## src/hw/rtl/form_urlencoded_parser_top_macros.svh

```systemverilog
// ----------------------------------------------------------------------------
// Assertion macros for the form-urlencoded parser
// Concurrent checks that vanish in synthesis builds.
// ----------------------------------------------------------------------------
`ifndef FORM_URLENCODED_PARSER_TOP_MACROS_SVH
`define FORM_URLENCODED_PARSER_TOP_MACROS_SVH

`ifndef SYNTHESIS
// condition holds at every clock edge outside reset
`define FUP_ASSERT(label, clk, rst_n, prop, msg) \
    label: assert property (@(posedge clk) disable iff (!(rst_n)) (prop)) \
        else $error(msg);
// antecedent implies consequent on the following edge
`define FUP_ASSERT_NEXT(label, clk, rst_n, ante, cons, msg) \
    label: assert property (@(posedge clk) disable iff (!(rst_n)) \
        (ante) |=> (cons)) else $error(msg);
`else
`define FUP_ASSERT(label, clk, rst_n, prop, msg)
`define FUP_ASSERT_NEXT(label, clk, rst_n, ante, cons, msg)
`endif

`endif

```

## src/hw/rtl/fup_pkg.sv

```systemverilog
`timescale 1ns / 1ps
// ----------------------------------------------------------------------------
// fup_pkg
// Types, character codes and helpers for the form-urlencoded parser.
// ----------------------------------------------------------------------------
package fup_pkg;

    // result kinds
    localparam logic [1:0] KIND_NAME     = 2'd0;
    localparam logic [1:0] KIND_VALUE    = 2'd1;
    localparam logic [1:0] KIND_PAIR_END = 2'd2;
    localparam logic [1:0] KIND_LIST_END = 2'd3;

    // input actions
    localparam logic ACT_DATA = 1'b0;
    localparam logic ACT_END  = 1'b1;

    // escape progress
    localparam logic [1:0] PEND_NONE  = 2'd0;
    localparam logic [1:0] PEND_PCT   = 2'd1;
    localparam logic [1:0] PEND_DIGIT = 2'd2;

    localparam logic [7:0] CH_PLUS     = 8'h2b;
    localparam logic [7:0] CH_AMP      = 8'h26;
    localparam logic [7:0] CH_EQUAL    = 8'h3d;
    localparam logic [7:0] CH_PERCENT  = 8'h25;
    localparam logic [7:0] CH_QUESTION = 8'h3f;
    localparam logic [7:0] CH_SPACE    = 8'h20;

    typedef struct packed {
        logic [1:0]  kind;
        logic [7:0]  out_byte;
        logic [15:0] pair_number;
        logic        run_last;
    } t_result;

    function automatic logic f_is_hex(input logic [7:0] b);
        return b inside {[8'h30:8'h39], [8'h41:8'h46], [8'h61:8'h66]};
    endfunction

    function automatic logic [3:0] f_hex_val(input logic [7:0] b);
        logic [3:0] v;
        if (b inside {[8'h30:8'h39]}) begin
            v = b[3:0];
        end else begin
            v = b[3:0] + 4'd9;   // 'a'/'A' have low nibble 1
        end
        return v;
    endfunction

    function automatic t_result f_slot(input logic [1:0] kind, input logic [7:0] b,
                                       input logic [15:0] pn);
        t_result r;
        r.kind        = kind;
        r.out_byte    = b;
        r.pair_number = pn;
        r.run_last    = 1'b0;
        return r;
    endfunction

endpackage

```

## src/hw/rtl/fup_in_if.sv

```systemverilog
`timescale 1ns / 1ps
// ----------------------------------------------------------------------------
// fup_in_if
// Input byte channel: one raw byte or an end-of-string mark per transfer.
// ----------------------------------------------------------------------------
interface fup_in_if;
    logic       valid;
    logic       ready;
    logic       action;
    logic [7:0] data_byte;

    modport source (output valid, output action, output data_byte, input ready);
    modport sink   (input valid, input action, input data_byte, output ready);
endinterface

```

## src/hw/rtl/fup_out_if.sv

```systemverilog
`timescale 1ns / 1ps
// ----------------------------------------------------------------------------
// fup_out_if
// Result channel: decoded bytes, pair ends and list ends.
// ----------------------------------------------------------------------------
interface fup_out_if;
    logic        valid;
    logic        ready;
    logic [1:0]  kind;
    logic [7:0]  out_byte;
    logic [15:0] pair_number;
    logic        run_last;

    modport source (output valid, output kind, output out_byte, output pair_number,
                    output run_last, input ready);
    modport sink   (input valid, input kind, input out_byte, input pair_number,
                    input run_last, output ready);
endinterface

```

## src/hw/rtl/fup_cfg_if.sv

```systemverilog
`timescale 1ns / 1ps
// ----------------------------------------------------------------------------
// fup_cfg_if
// Configuration write channel for the single control register.
// ----------------------------------------------------------------------------
interface fup_cfg_if;
    logic valid;
    logic ready;
    logic strip_leading_question;

    modport source (output valid, output strip_leading_question, input ready);
    modport sink   (input valid, input strip_leading_question, output ready);
endinterface

```

## src/hw/rtl/form_urlencoded_parser_top.sv

```systemverilog
`timescale 1ns / 1ps
// ----------------------------------------------------------------------------
// form_urlencoded_parser_top
// Streaming form-urlencoded parser: bytes in, decoded name/value bytes and
// pair/list marks out.
// ----------------------------------------------------------------------------
// One input byte (or end mark) is taken per cycle while i_in.ready is high.
// A taken item sits in an input register until it is decoded against the
// parse state, and its zero to four results are written at once into an
// 8-entry result queue; results leave one per cycle while o_out.ready is
// high, so the output side sets the rate when items produce more than one
// result. An item is decoded only when the queue has four free entries;
// otherwise it waits in the input register and i_in.ready drops. The first
// result of an item reaches the output through the input register and then
// the queue. No clearing pass is needed after reset.
// ----------------------------------------------------------------------------
`include "form_urlencoded_parser_top_macros.svh"

module form_urlencoded_parser_top
    import fup_pkg::*;
#(
    parameter int PAIR_INDEX_BITS = 16
) (
    input  logic        i_clk,
    input  logic        i_rst_n,
    fup_in_if.sink      i_in,
    fup_cfg_if.sink     i_cfg,
    fup_out_if.source   o_out
);

    localparam int          Q_DEPTH = 8;
    localparam int          Q_PTR_W = $clog2(Q_DEPTH);
    localparam int          Q_CNT_W = $clog2(Q_DEPTH + 1);
    localparam int          MAX_RES = 4;
    localparam logic [Q_CNT_W-1:0] Q_ROOM_LIMIT = Q_CNT_W'(Q_DEPTH - MAX_RES);
    localparam logic [PAIR_INDEX_BITS-1:0] PAIR_MAX = '1;

    // configuration
    logic r_strip;

    // input register
    logic       r_in_valid;
    logic       r_in_action;
    logic [7:0] r_in_byte;

    // parse state
    logic                       r_in_value;
    logic                       r_name_nonempty;
    logic [1:0]                 r_pend_count;
    logic [7:0]                 r_pend_hex;
    logic [PAIR_INDEX_BITS-1:0] r_pair_cnt;
    logic                       r_at_start;

    logic                       n_in_value;
    logic                       n_name_nonempty;
    logic [1:0]                 n_pend_count;
    logic [7:0]                 n_pend_hex;
    logic [PAIR_INDEX_BITS-1:0] n_pair_cnt;
    logic                       n_at_start;

    // result queue
    t_result              r_queue [Q_DEPTH];
    logic [Q_PTR_W-1:0]   r_wr_ptr;
    logic [Q_PTR_W-1:0]   r_rd_ptr;
    logic [Q_CNT_W-1:0]   r_count;

    t_result   w_slot [MAX_RES];
    logic [2:0] w_nres;
    logic       w_proc;
    logic       w_pop;

    assign w_proc     = r_in_valid && (r_count <= Q_ROOM_LIMIT);
    assign w_pop      = o_out.valid && o_out.ready;
    assign i_in.ready = !r_in_valid || w_proc;
    assign i_cfg.ready = 1'b1;

    assign o_out.valid       = (r_count != '0);
    assign o_out.kind        = r_queue[r_rd_ptr].kind;
    assign o_out.out_byte    = r_queue[r_rd_ptr].out_byte;
    assign o_out.pair_number = r_queue[r_rd_ptr].pair_number;
    assign o_out.run_last    = r_queue[r_rd_ptr].run_last;

    // decode of one item: at most two literal bytes, then one byte through
    // the normal path, or the closing sequence of an end mark
    always_comb begin
        logic                       iv;
        logic                       nn;
        logic [2:0]                 n;
        logic                       lit0_en;
        logic                       lit1_en;
        logic [7:0]                 lit0;
        logic [7:0]                 lit1;
        logic                       do_cons;
        logic                       do_end;
        logic [PAIR_INDEX_BITS-1:0] cnt;
        logic [7:0]                 b;

        iv      = r_in_value;
        nn      = r_name_nonempty;
        cnt     = r_pair_cnt;
        b       = r_in_byte;
        n       = 3'd0;
        lit0_en = 1'b0;
        lit1_en = 1'b0;
        lit0    = CH_PERCENT;
        lit1    = r_pend_hex;
        do_cons = 1'b0;
        do_end  = 1'b0;
        n_pend_count = r_pend_count;
        n_pend_hex   = r_pend_hex;
        n_at_start   = r_at_start;
        for (int k = 0; k < MAX_RES; k++) begin
            w_slot[k] = f_slot(KIND_NAME, 8'h00, 16'h0000);
        end

        if (r_in_action == ACT_DATA) begin
            n_at_start = 1'b0;
            if (!(r_at_start && r_strip && (b == CH_QUESTION))) begin
                case (r_pend_count)
                    PEND_PCT: begin
                        if (f_is_hex(b)) begin
                            n_pend_count = PEND_DIGIT;
                            n_pend_hex   = b;
                        end else begin
                            n_pend_count = PEND_NONE;
                            lit0_en      = 1'b1;
                            do_cons      = 1'b1;
                        end
                    end
                    PEND_DIGIT: begin
                        n_pend_count = PEND_NONE;
                        lit0_en      = 1'b1;
                        if (f_is_hex(b)) begin
                            lit0 = {f_hex_val(r_pend_hex), f_hex_val(b)};
                        end else begin
                            // held digit is always hex, so it is a plain byte
                            lit1_en = 1'b1;
                            do_cons = 1'b1;
                        end
                    end
                    default: begin
                        n_pend_count = PEND_NONE;
                        do_cons      = 1'b1;
                    end
                endcase
            end
        end else begin
            // escape cut short by the end mark: flush it as literals
            lit0_en = (r_pend_count == PEND_PCT) || (r_pend_count == PEND_DIGIT);
            lit1_en = (r_pend_count == PEND_DIGIT);
            do_end  = 1'b1;
        end

        if (lit0_en) begin
            w_slot[n[1:0]] = f_slot(iv ? KIND_VALUE : KIND_NAME, lit0, 16'(cnt));
            nn = nn || !iv;
            n  = n + 3'd1;
        end
        if (lit1_en) begin
            w_slot[n[1:0]] = f_slot(iv ? KIND_VALUE : KIND_NAME, lit1, 16'(cnt));
            nn = nn || !iv;
            n  = n + 3'd1;
        end

        if (do_cons) begin
            if (b == CH_AMP) begin
                if (iv || nn) begin
                    w_slot[n[1:0]] = f_slot(KIND_PAIR_END, 8'h00, 16'(cnt));
                    n   = n + 3'd1;
                    cnt = (cnt != PAIR_MAX) ? cnt + 1'b1 : cnt;
                    iv  = 1'b0;
                    nn  = 1'b0;
                end
            end else if ((b == CH_EQUAL) && !iv) begin
                iv = 1'b1;
            end else if (b == CH_PERCENT) begin
                n_pend_count = PEND_PCT;
            end else begin
                w_slot[n[1:0]] = f_slot(iv ? KIND_VALUE : KIND_NAME,
                                        (b == CH_PLUS) ? CH_SPACE : b, 16'(cnt));
                nn = nn || !iv;
                n  = n + 3'd1;
            end
        end

        if (do_end) begin
            if (iv || nn) begin
                w_slot[n[1:0]] = f_slot(KIND_PAIR_END, 8'h00, 16'(cnt));
                n   = n + 3'd1;
                cnt = (cnt != PAIR_MAX) ? cnt + 1'b1 : cnt;
            end
            w_slot[n[1:0]] = f_slot(KIND_LIST_END, 8'h00, 16'(cnt));
            n            = n + 3'd1;
            iv           = 1'b0;
            nn           = 1'b0;
            cnt          = '0;
            n_pend_count = PEND_NONE;
            n_at_start   = 1'b1;
        end

        if (n != 3'd0) begin
            w_slot[2'(n - 3'd1)].run_last = 1'b1;
        end

        w_nres          = n;
        n_in_value      = iv;
        n_name_nonempty = nn;
        n_pair_cnt      = cnt;
    end

    always_ff @(posedge i_clk) begin
        if (!i_rst_n) begin
            r_strip         <= 1'b1;
            r_in_valid      <= 1'b0;
            r_in_value      <= 1'b0;
            r_name_nonempty <= 1'b0;
            r_pend_count    <= PEND_NONE;
            r_pair_cnt      <= '0;
            r_at_start      <= 1'b1;
            r_wr_ptr        <= '0;
            r_rd_ptr        <= '0;
            r_count         <= '0;
        end else begin
            if (i_cfg.valid) begin
                r_strip <= i_cfg.strip_leading_question;
            end
            if (i_in.ready) begin
                r_in_valid <= i_in.valid;
            end
            if (w_proc) begin
                r_in_value      <= n_in_value;
                r_name_nonempty <= n_name_nonempty;
                r_pend_count    <= n_pend_count;
                r_pair_cnt      <= n_pair_cnt;
                r_at_start      <= n_at_start;
                r_wr_ptr        <= r_wr_ptr + Q_PTR_W'(w_proc ? w_nres : 3'd0);
            end
            if (w_pop) begin
                r_rd_ptr <= r_rd_ptr + 1'b1;
            end
            r_count <= r_count + Q_CNT_W'(w_proc ? w_nres : 3'd0)
                       - Q_CNT_W'(w_pop);
        end
    end

    // payload registers
    always_ff @(posedge i_clk) begin
        if (i_in.valid && i_in.ready) begin
            r_in_action <= i_in.action;
            r_in_byte   <= i_in.data_byte;
        end
        if (w_proc) begin
            r_pend_hex <= n_pend_hex;
            for (int k = 0; k < MAX_RES; k++) begin
                if (3'(k) < w_nres) begin
                    r_queue[r_wr_ptr + Q_PTR_W'(k)] <= w_slot[k];
                end
            end
        end
    end

    `FUP_ASSERT(a_queue_bound, i_clk, i_rst_n, r_count <= Q_CNT_W'(Q_DEPTH),
                "result queue over capacity")
    `FUP_ASSERT(a_room_on_decode, i_clk, i_rst_n,
                !w_proc || (r_count <= Q_ROOM_LIMIT),
                "item decoded without room for its results")
    `FUP_ASSERT(a_held_digit_hex, i_clk, i_rst_n,
                (r_pend_count != PEND_DIGIT) || f_is_hex(r_pend_hex),
                "held escape digit is not hex")
    `FUP_ASSERT_NEXT(a_end_clears, i_clk, i_rst_n, w_proc && (r_in_action == ACT_END),
                     r_at_start && (r_pair_cnt == '0) && (r_pend_count == PEND_NONE),
                     "parse state not cleared after end mark")

endmodule
```

## src/flat_wrapper.sv

```systemverilog
// flat-port wrapper written by rule: the top's interface ports become plain ports
module form_urlencoded_parser_top_flat import fup_pkg::*;
#(
    parameter int PAIR_INDEX_BITS = 16
)
  (i_clk, i_rst_n, i_in_valid, i_in_action, i_in_data_byte, i_in_ready, i_cfg_valid, i_cfg_strip_leading_question, i_cfg_ready, o_out_valid, o_out_kind, o_out_out_byte, o_out_pair_number, o_out_run_last, o_out_ready);
  fup_in_if i_in_i ();
  fup_cfg_if i_cfg_i ();
  fup_out_if o_out_i ();
  input  logic i_clk;
  input  logic i_rst_n;
  input wire logic [$bits(i_in_i.valid)-1:0] i_in_valid;
  input wire logic [$bits(i_in_i.action)-1:0] i_in_action;
  input wire logic [$bits(i_in_i.data_byte)-1:0] i_in_data_byte;
  output wire logic [$bits(i_in_i.ready)-1:0] i_in_ready;
  input wire logic [$bits(i_cfg_i.valid)-1:0] i_cfg_valid;
  input wire logic [$bits(i_cfg_i.strip_leading_question)-1:0] i_cfg_strip_leading_question;
  output wire logic [$bits(i_cfg_i.ready)-1:0] i_cfg_ready;
  output wire logic [$bits(o_out_i.valid)-1:0] o_out_valid;
  output wire logic [$bits(o_out_i.kind)-1:0] o_out_kind;
  output wire logic [$bits(o_out_i.out_byte)-1:0] o_out_out_byte;
  output wire logic [$bits(o_out_i.pair_number)-1:0] o_out_pair_number;
  output wire logic [$bits(o_out_i.run_last)-1:0] o_out_run_last;
  input wire logic [$bits(o_out_i.ready)-1:0] o_out_ready;
  assign i_in_i.valid = i_in_valid;
  assign i_in_i.action = i_in_action;
  assign i_in_i.data_byte = i_in_data_byte;
  assign i_in_ready = i_in_i.ready;
  assign i_cfg_i.valid = i_cfg_valid;
  assign i_cfg_i.strip_leading_question = i_cfg_strip_leading_question;
  assign i_cfg_ready = i_cfg_i.ready;
  assign o_out_valid = o_out_i.valid;
  assign o_out_kind = o_out_i.kind;
  assign o_out_out_byte = o_out_i.out_byte;
  assign o_out_pair_number = o_out_i.pair_number;
  assign o_out_run_last = o_out_i.run_last;
  assign o_out_i.ready = o_out_ready;
  form_urlencoded_parser_top #(.PAIR_INDEX_BITS(PAIR_INDEX_BITS)) u_core (.i_clk(i_clk), .i_rst_n(i_rst_n), .i_in(i_in_i), .i_cfg(i_cfg_i), .o_out(o_out_i));
endmodule
```

## config.mk

```make
export PLATFORM = sky130hd
export DESIGN_NAME = form_urlencoded_parser_top_flat
export DESIGN_NICKNAME = d
export VERILOG_FILES = /design/src/hw/rtl/fup_pkg.sv /design/src/hw/rtl/fup_in_if.sv /design/src/hw/rtl/fup_out_if.sv /design/src/hw/rtl/fup_cfg_if.sv /design/src/hw/rtl/form_urlencoded_parser_top.sv /design/src/flat_wrapper.sv
export VERILOG_INCLUDE_DIRS = /design/src /design/src/hw/rtl
export SDC_FILE = /design/constraint.sdc
export NUM_CORES = 1
export LEC_CHECK = 0
export BUFFER_PORTS_ARGS = -buffer_cell sky130_fd_sc_hd__clkbuf_2
export CAP_MARGIN = 0
export CORE_UTILIZATION = 50
export DETAILED_ROUTE_END_ITERATION = 10
export HOLD_SLACK_MARGIN = 0.03
export PLACE_DENSITY = 0.66
export SLEW_MARGIN = 30
export SYNTH_ARGS = -nofsm -noshare
export SYNTH_HDL_FRONTEND = slang
export SYNTH_SLANG_ARGS = --single-unit
```

## constraint.sdc

```tcl
create_clock -name i_clk -period 8.97 [get_ports i_clk]
set_input_delay 1.3455 -clock i_clk [delete_from_list [all_inputs] [get_ports i_clk]]
set_output_delay 1.3455 -clock i_clk [all_outputs]
set_load 0.01 [all_outputs]
```

### After elaboration in Yosys (flattened, before gate mapping)

Memories as Yosys holds them, arrays and structs flattened. A register that Yosys moved wholly into a read port is not among the register bits.
Cells that the tools add are included.

* register bits after elaboration: 50
* memory bits (writable): 216
* input bits: 15
* output and inout port bits: 30
* word-level logic and storage cells: 199
* memories: 1

Memories
* u_core.r_queue: depth 8, bits a word 27, read ports 1, clocked after Yosys merged registers in 1, wr ports 4, line form_urlencoded_parser_top.sv:62 `t_result r_queue [Q_DEPTH];`

* add/subtract/negate cells: 16
* magnitude comparators: 23
* eq/ne operators: 9
* muxes and demuxes: 101
* bitwise logic cells: 7
* reduce and logical (&&, ||, !) cells: 29

Operators by type and width (count)
* $mux W108: 10
* $bwmux W108: 6
* $demux W27 S2: 5
* $mux W27: 5
* $mux W16: 8
* $eq A8 B6 Y1 const B: 5
* $mux W8: 5
* $mux W3: 13
* $mux W1: 38
* $add A16 B1 Y16 const B: 2
* $ne A16 B16 Y1 const B: 2
* $ge A8 B6 Y1 const B: 2
* $ge A8 B7 Y1 const B: 2
* $le A8 B6 Y1 const B: 2
* $le A8 B7 Y1 const B: 2
* $mux W2: 8
* $add A3 B1 Y3 const B: 5
* $ge A3 B3 Y1 const B: 5
* $logic_and A1 B1 Y1: 15
* $lt A3 B1 Y1 const B: 5
* $not A2 Y3: 4
* $add A4 B4 Y4 const B: 2
* $mux W4: 2
* $logic_or A1 B1 Y1: 7
* other kinds (19): 25

### Logic depth before layout (Yosys ltp)

* depth in word-level cells: 28
* depth in mapped cells: 25
* mapped depth without buffers: 24

### Worst setup path after synthesis

OpenSTA, ideal clock, no wires.

* kind: register to register
* start: reg u_core.r_in_byte[0]
* end: mem u_core.r_queue[2][0] in the netlist's numbering (enable)
* library setup time: 446 ps
* data arrival time: 5916 ps
* data required time: 8524 ps
* slack: 2608 ps
* stages on the path, launching flop included: 24
* buffers on the path: 3
* period minus slack after synthesis: 6362 ps
* cells stage by stage: edfxtp_1 inv_1 ha_1 o21bai_1 a2111o_1 o21a_1 a21oi_1 nor2_1 ha_1 nor3_1 or2_2 clkbuf_1 ha_1 o21a_1 ha_1 and3_1 o211a_1 or4_1 buf_2 nand2_1 buf_2 nand2_1 a21oi_1 nand2_1

RTL lines
* from (decl): line form_urlencoded_parser_top.sv:44 `logic [7:0] r_in_byte;`
* from (signal assigned): line form_urlencoded_parser_top.sv:250 `r_in_byte <= i_in.data_byte;`
* to (decl): line form_urlencoded_parser_top.sv:62

==> flow_summary.yaml <==
run_status:
  status: "finished with violations"
  violations: "design-rule violations"
pwr:
  power.total_mw: 4.342
  p_int_mw: 2.868
  combPwrFrac_pct: 30.8
  power_frac_clock_pct: 33.4
  p_sw_mw: 1.474
  p_leak_nw: 7.753
  switching_share_pct: 33.94
  power.density_nw_per_um2: 187.2
  ir_drop_v: 0.0001539
  power.share.sequential_pct: 35.8
clock_tree:
  clock-sinks: 269
  clk_pin_slew_ps: 60
  numCtsBuffers: 34
  cts_tree: "done"
  post-cts-setup-buffer-count: 0
  cts.repair.resized: 0
  clk_latency_ps: 580
  cts_hold_buf: 0
  h-tree-depth: 2
  cts_max_path_buffers: 3
  clockRootBuffer: "clkbuf_16"
min_path:
  hold_path.class: "reg -> reg"
  worstHoldEndpoint: "u_core.r_at_start"
  worst_hold_path.num_cells: 2
  min_from: "u_core.r_at_start"
worst_setup_path:
  cp_max_fo: 22
  timing.rr.start: "u_core.r_in_byte[1]"
  required_ps: 9260
  cp-end-kind: "flop"
  timing_worst_setup_path_type: "reg -> reg"
  slowest_stage: "ha_1"
  r2r_end: "u_core.r_queue[7][7]"
  r2r_setup_slack_ps: 560
  crit_top_cell: "ha_1"
  cp_top_family: "simple AND/OR/NAND/NOR gates"
  cp_cell_sequence: "inv_1 > ha_1 > o21bai_1 > a2111o_1 > o21a_1 > a21oi_1 > nor2_1 > ha_1 > inv_1 > a21oi_1 > or2_2 > ha_1 > o21a_1 > ha_1 > and3_1 > nor4b_2 > or4_1 > and2_1 > nor2_1 > a221oi_1 > mux2i_1"
  cpPeakStageDelay_ps: 880
  r2r_cells: 21
  worstPathArrival_ps: 8700
  cp-start-kind: "flop"
  path_buf_inv: 2
logic_synthesis:
  postSynth.asyncResetShare_pct: 0
  seq_area_frac_synth_pct: 36.93
  ys_types: 105
  synth.top_cell.area_share_pct: 33.49
  ys_ff_latch: 269
  avgSynthCellArea_um2: 9.193
  synthTopCellsByArea: "edfxtp_1 33%, mux4_2 5.8%, a21oi_1 4.3%"
  synth_cells: 2273
  netlist_area_um2: 20900
  yosysTopAreaCell: "edfxtp_1"
  ys_warn_count: 0
  synth_top_flop_cell: "edfxtp_1"
  synth-edff-count: 233
  syn_nets: 2322
timing:
  hold_ws_ps: 497.0
  post-route-period-util_pct: 93.72
  fmax_mhz: 119.0
  hold_viol: 0
  finalMaxSlewViolations: 0
  timing.final.ws_setup_ps: 563.5
  worst_pin_slew_ps: 1103
  slew_headroom_pct: 26.46
  finalSetupViolations: 0
  fin_setup_tns_ps: 0
  rsz0062_at_grt: "false"
  skew_ps: 30.93
  period_minus_slack_ps: 8407
floorplan:
  io_pins: 45
  core_um2: 41020
  start_util_pct: 50.94
  die_w_um: 206.4
  die_area_um2: 42610
  die_y_um: 206.4
  row_count: 74
placed_design:
  post-place-ws_ps: 989.3
  post-dp-hpwl_um: 64840
  gp_congestion: 1.014
  numPortBuffers: 43
routing:
  firstDrtPassIters: 9
  via_per_inst: 7.548
  wl_um: 92040
  drt_iter0_markers: 3335
  drcViolationCount: 4
  wl_per_cell_um: 32.63
  num_vias: 21290
  ant_nets: 0
grt:
  overflow: 0
  grt_max_degree: 55
  grt_pass1_wl_um: 134300
  grt_usage_pct: 43.40
  grt_antenna_before_repair: 1
  grt_pass1_vias: 19980
layout:
  synthToLayoutAreaGrowth_pct: 11.01
  diodes: 0
  final_nets: 2314
  drive_gt1_share_pct: 16.30
  post-route-util_pct: 56.55
job:
  cap_violations: 0
==> power by group through the flow <==
stage	Clock, mW	Sequential (mW)	Combinational (mW)
CTS	1.45	1.55	1.30
floorplan	0	1.51	0.912
finish	1.45	1.55	1.34
detailed placement	0	1.58	1.29
global placement	0	1.58	1.27
global route	1.49	1.56	1.43
==> synthesized netlist by cell type (all sizes together) (18+ instances only) <==
library cell and instances:
ha 32, mux2 30, mux2i 65, nor2 192, and2 32, nand3 79
a21oi 181, a211oi 29, mux4 54, o21ai 136, inv 37, o22ai 103
or3 18, nand2 228, a221oi 57, clkbuf 126, o31ai 20, a31oi 36
o211ai 35, a22oi 75, nor3 59, dfxtp 36, nor2b 21, xnor2 21
buf 58, and3 20, o221ai 22, edfxtp 233
==> metrics by stage <==
step	cell area, um2	std cells
finish	23200	2821
global route	23200	2821
CTS	23090	2819
detailed placement	21940	2759
global placement	21850	2756
floorplan	20900	2273
==> how the worst max path moves through the flow <==
stage	startpoint	end	slack (ps)	cells past startpoint
after floorplan	u_core.r_in_byte[0]	u_core.r_queue[2][0]	2610	23
after global placement	u_core.r_in_byte[1]	u_core.r_queue[1][21]	1280	21
after detailed placement	u_core.r_in_byte[1]	u_core.r_queue[1][21]	990	21
after CTS	u_core.r_in_byte[1]	u_core.r_queue[1][23]	950	21
after global routing	u_core.r_in_byte[1]	u_core.r_queue[7][7]	300	21
final	u_core.r_in_byte[1]	u_core.r_queue[7][7]	560	21
==> metal layers <==
metal / GRT usage (%) / vias up / wire [um]
met5: 0 / - / 11
met4: 20.51 / 2 / 5291
met3: 10.69 / 371 / 12420
met2: 64.88 / 1802 / 38810
met1: 58.62 / 10140 / 35500
li1: - / 8977 / -
==> worst reg2reg max path, stage by stage, from the launching register on <==
cell	delay, ps
edfxtp_1	480
inv_1	180
ha_1	230
o21bai_1	90
a2111o_1	490
o21a_1	230
a21oi_1	300
nor2_1	120
ha_1	880
inv_1	260
a21oi_1	590
or2_2	300
ha_1	310
o21a_1	250
ha_1	320
and3_1	190
nor4b_2	820
or4_1	510
and2_1	660
nor2_1	450
a221oi_1	360
mux2i_1	120
==> layout make-up <==
type,instances,area [um2]
repair buffers,140,991.0
fillers,3702,17820
inverters,38,142.6
multi-input cells,1782,12520
flip-flops and latches,269,7722
clock buffers,39,912.1
well taps,532,665.6
clock inverters,21,241.5
==> sequential cells by signal, summed over array words and instances (netlist names), named ones only <==
name	flops
u_core.r_at_start	1
u_core.r_count	4
u_core.r_in_action	1
u_core.r_in_byte	8
u_core.r_in_valid	1
u_core.r_in_value	1
u_core.r_name_nonempty	1
u_core.r_pair_cnt	16
u_core.r_pend_count	2
u_core.r_pend_hex	8
u_core.r_queue	216
u_core.r_rd_ptr	3
u_core.r_strip	1
u_core.r_wr_ptr	3
==> cells by family (layout without fill, tap and decap cells) <==
kind of cell	Yosys count	count (layout)	synth area share, %
other	1	1	0.01795
AOI/OAI and AO/OA	847	847	28.33
and+or+nand+nor	722	722	16.51
buffers and inverters	222	238	4.317
adders and majority gates	34	34	2.108
muxes	149	149	10.57
xor gates and xnor gates	29	29	1.216
DFF	269	269	36.93
==> layout by cell type, fill, tap and decap left out, types with 18 or more instances in the layout <==
master     Yosys  layout
mux2_2        29      29
clkbuf_2       0      43
mux2i_1       65      65
xnor2_1       21      21
nand3_1       78      78
nor3_1        57      54
nor2_1       192     191
ha_1          32      32
a31oi_1       28      21
o221ai_1      22      21
mux4_2        54      54
a221oi_1      57      57
edfxtp_1     233     233
o22ai_1      102     102
a22oi_1       75      75
a211oi_1      27      27
a21oi_1      179     166
and3_1        20      20
dfxtp_1       36      34
o21ai_0      120     119
nand2_1      227     227
or3_1         18      18
buf_4          4      90
nor2b_1       21      21
o211ai_1      34      34
clkbuf_16      0      36
inv_1         36      36
and2_1        31      31
No activity file was read; power rests on OpenSTA's default activity.
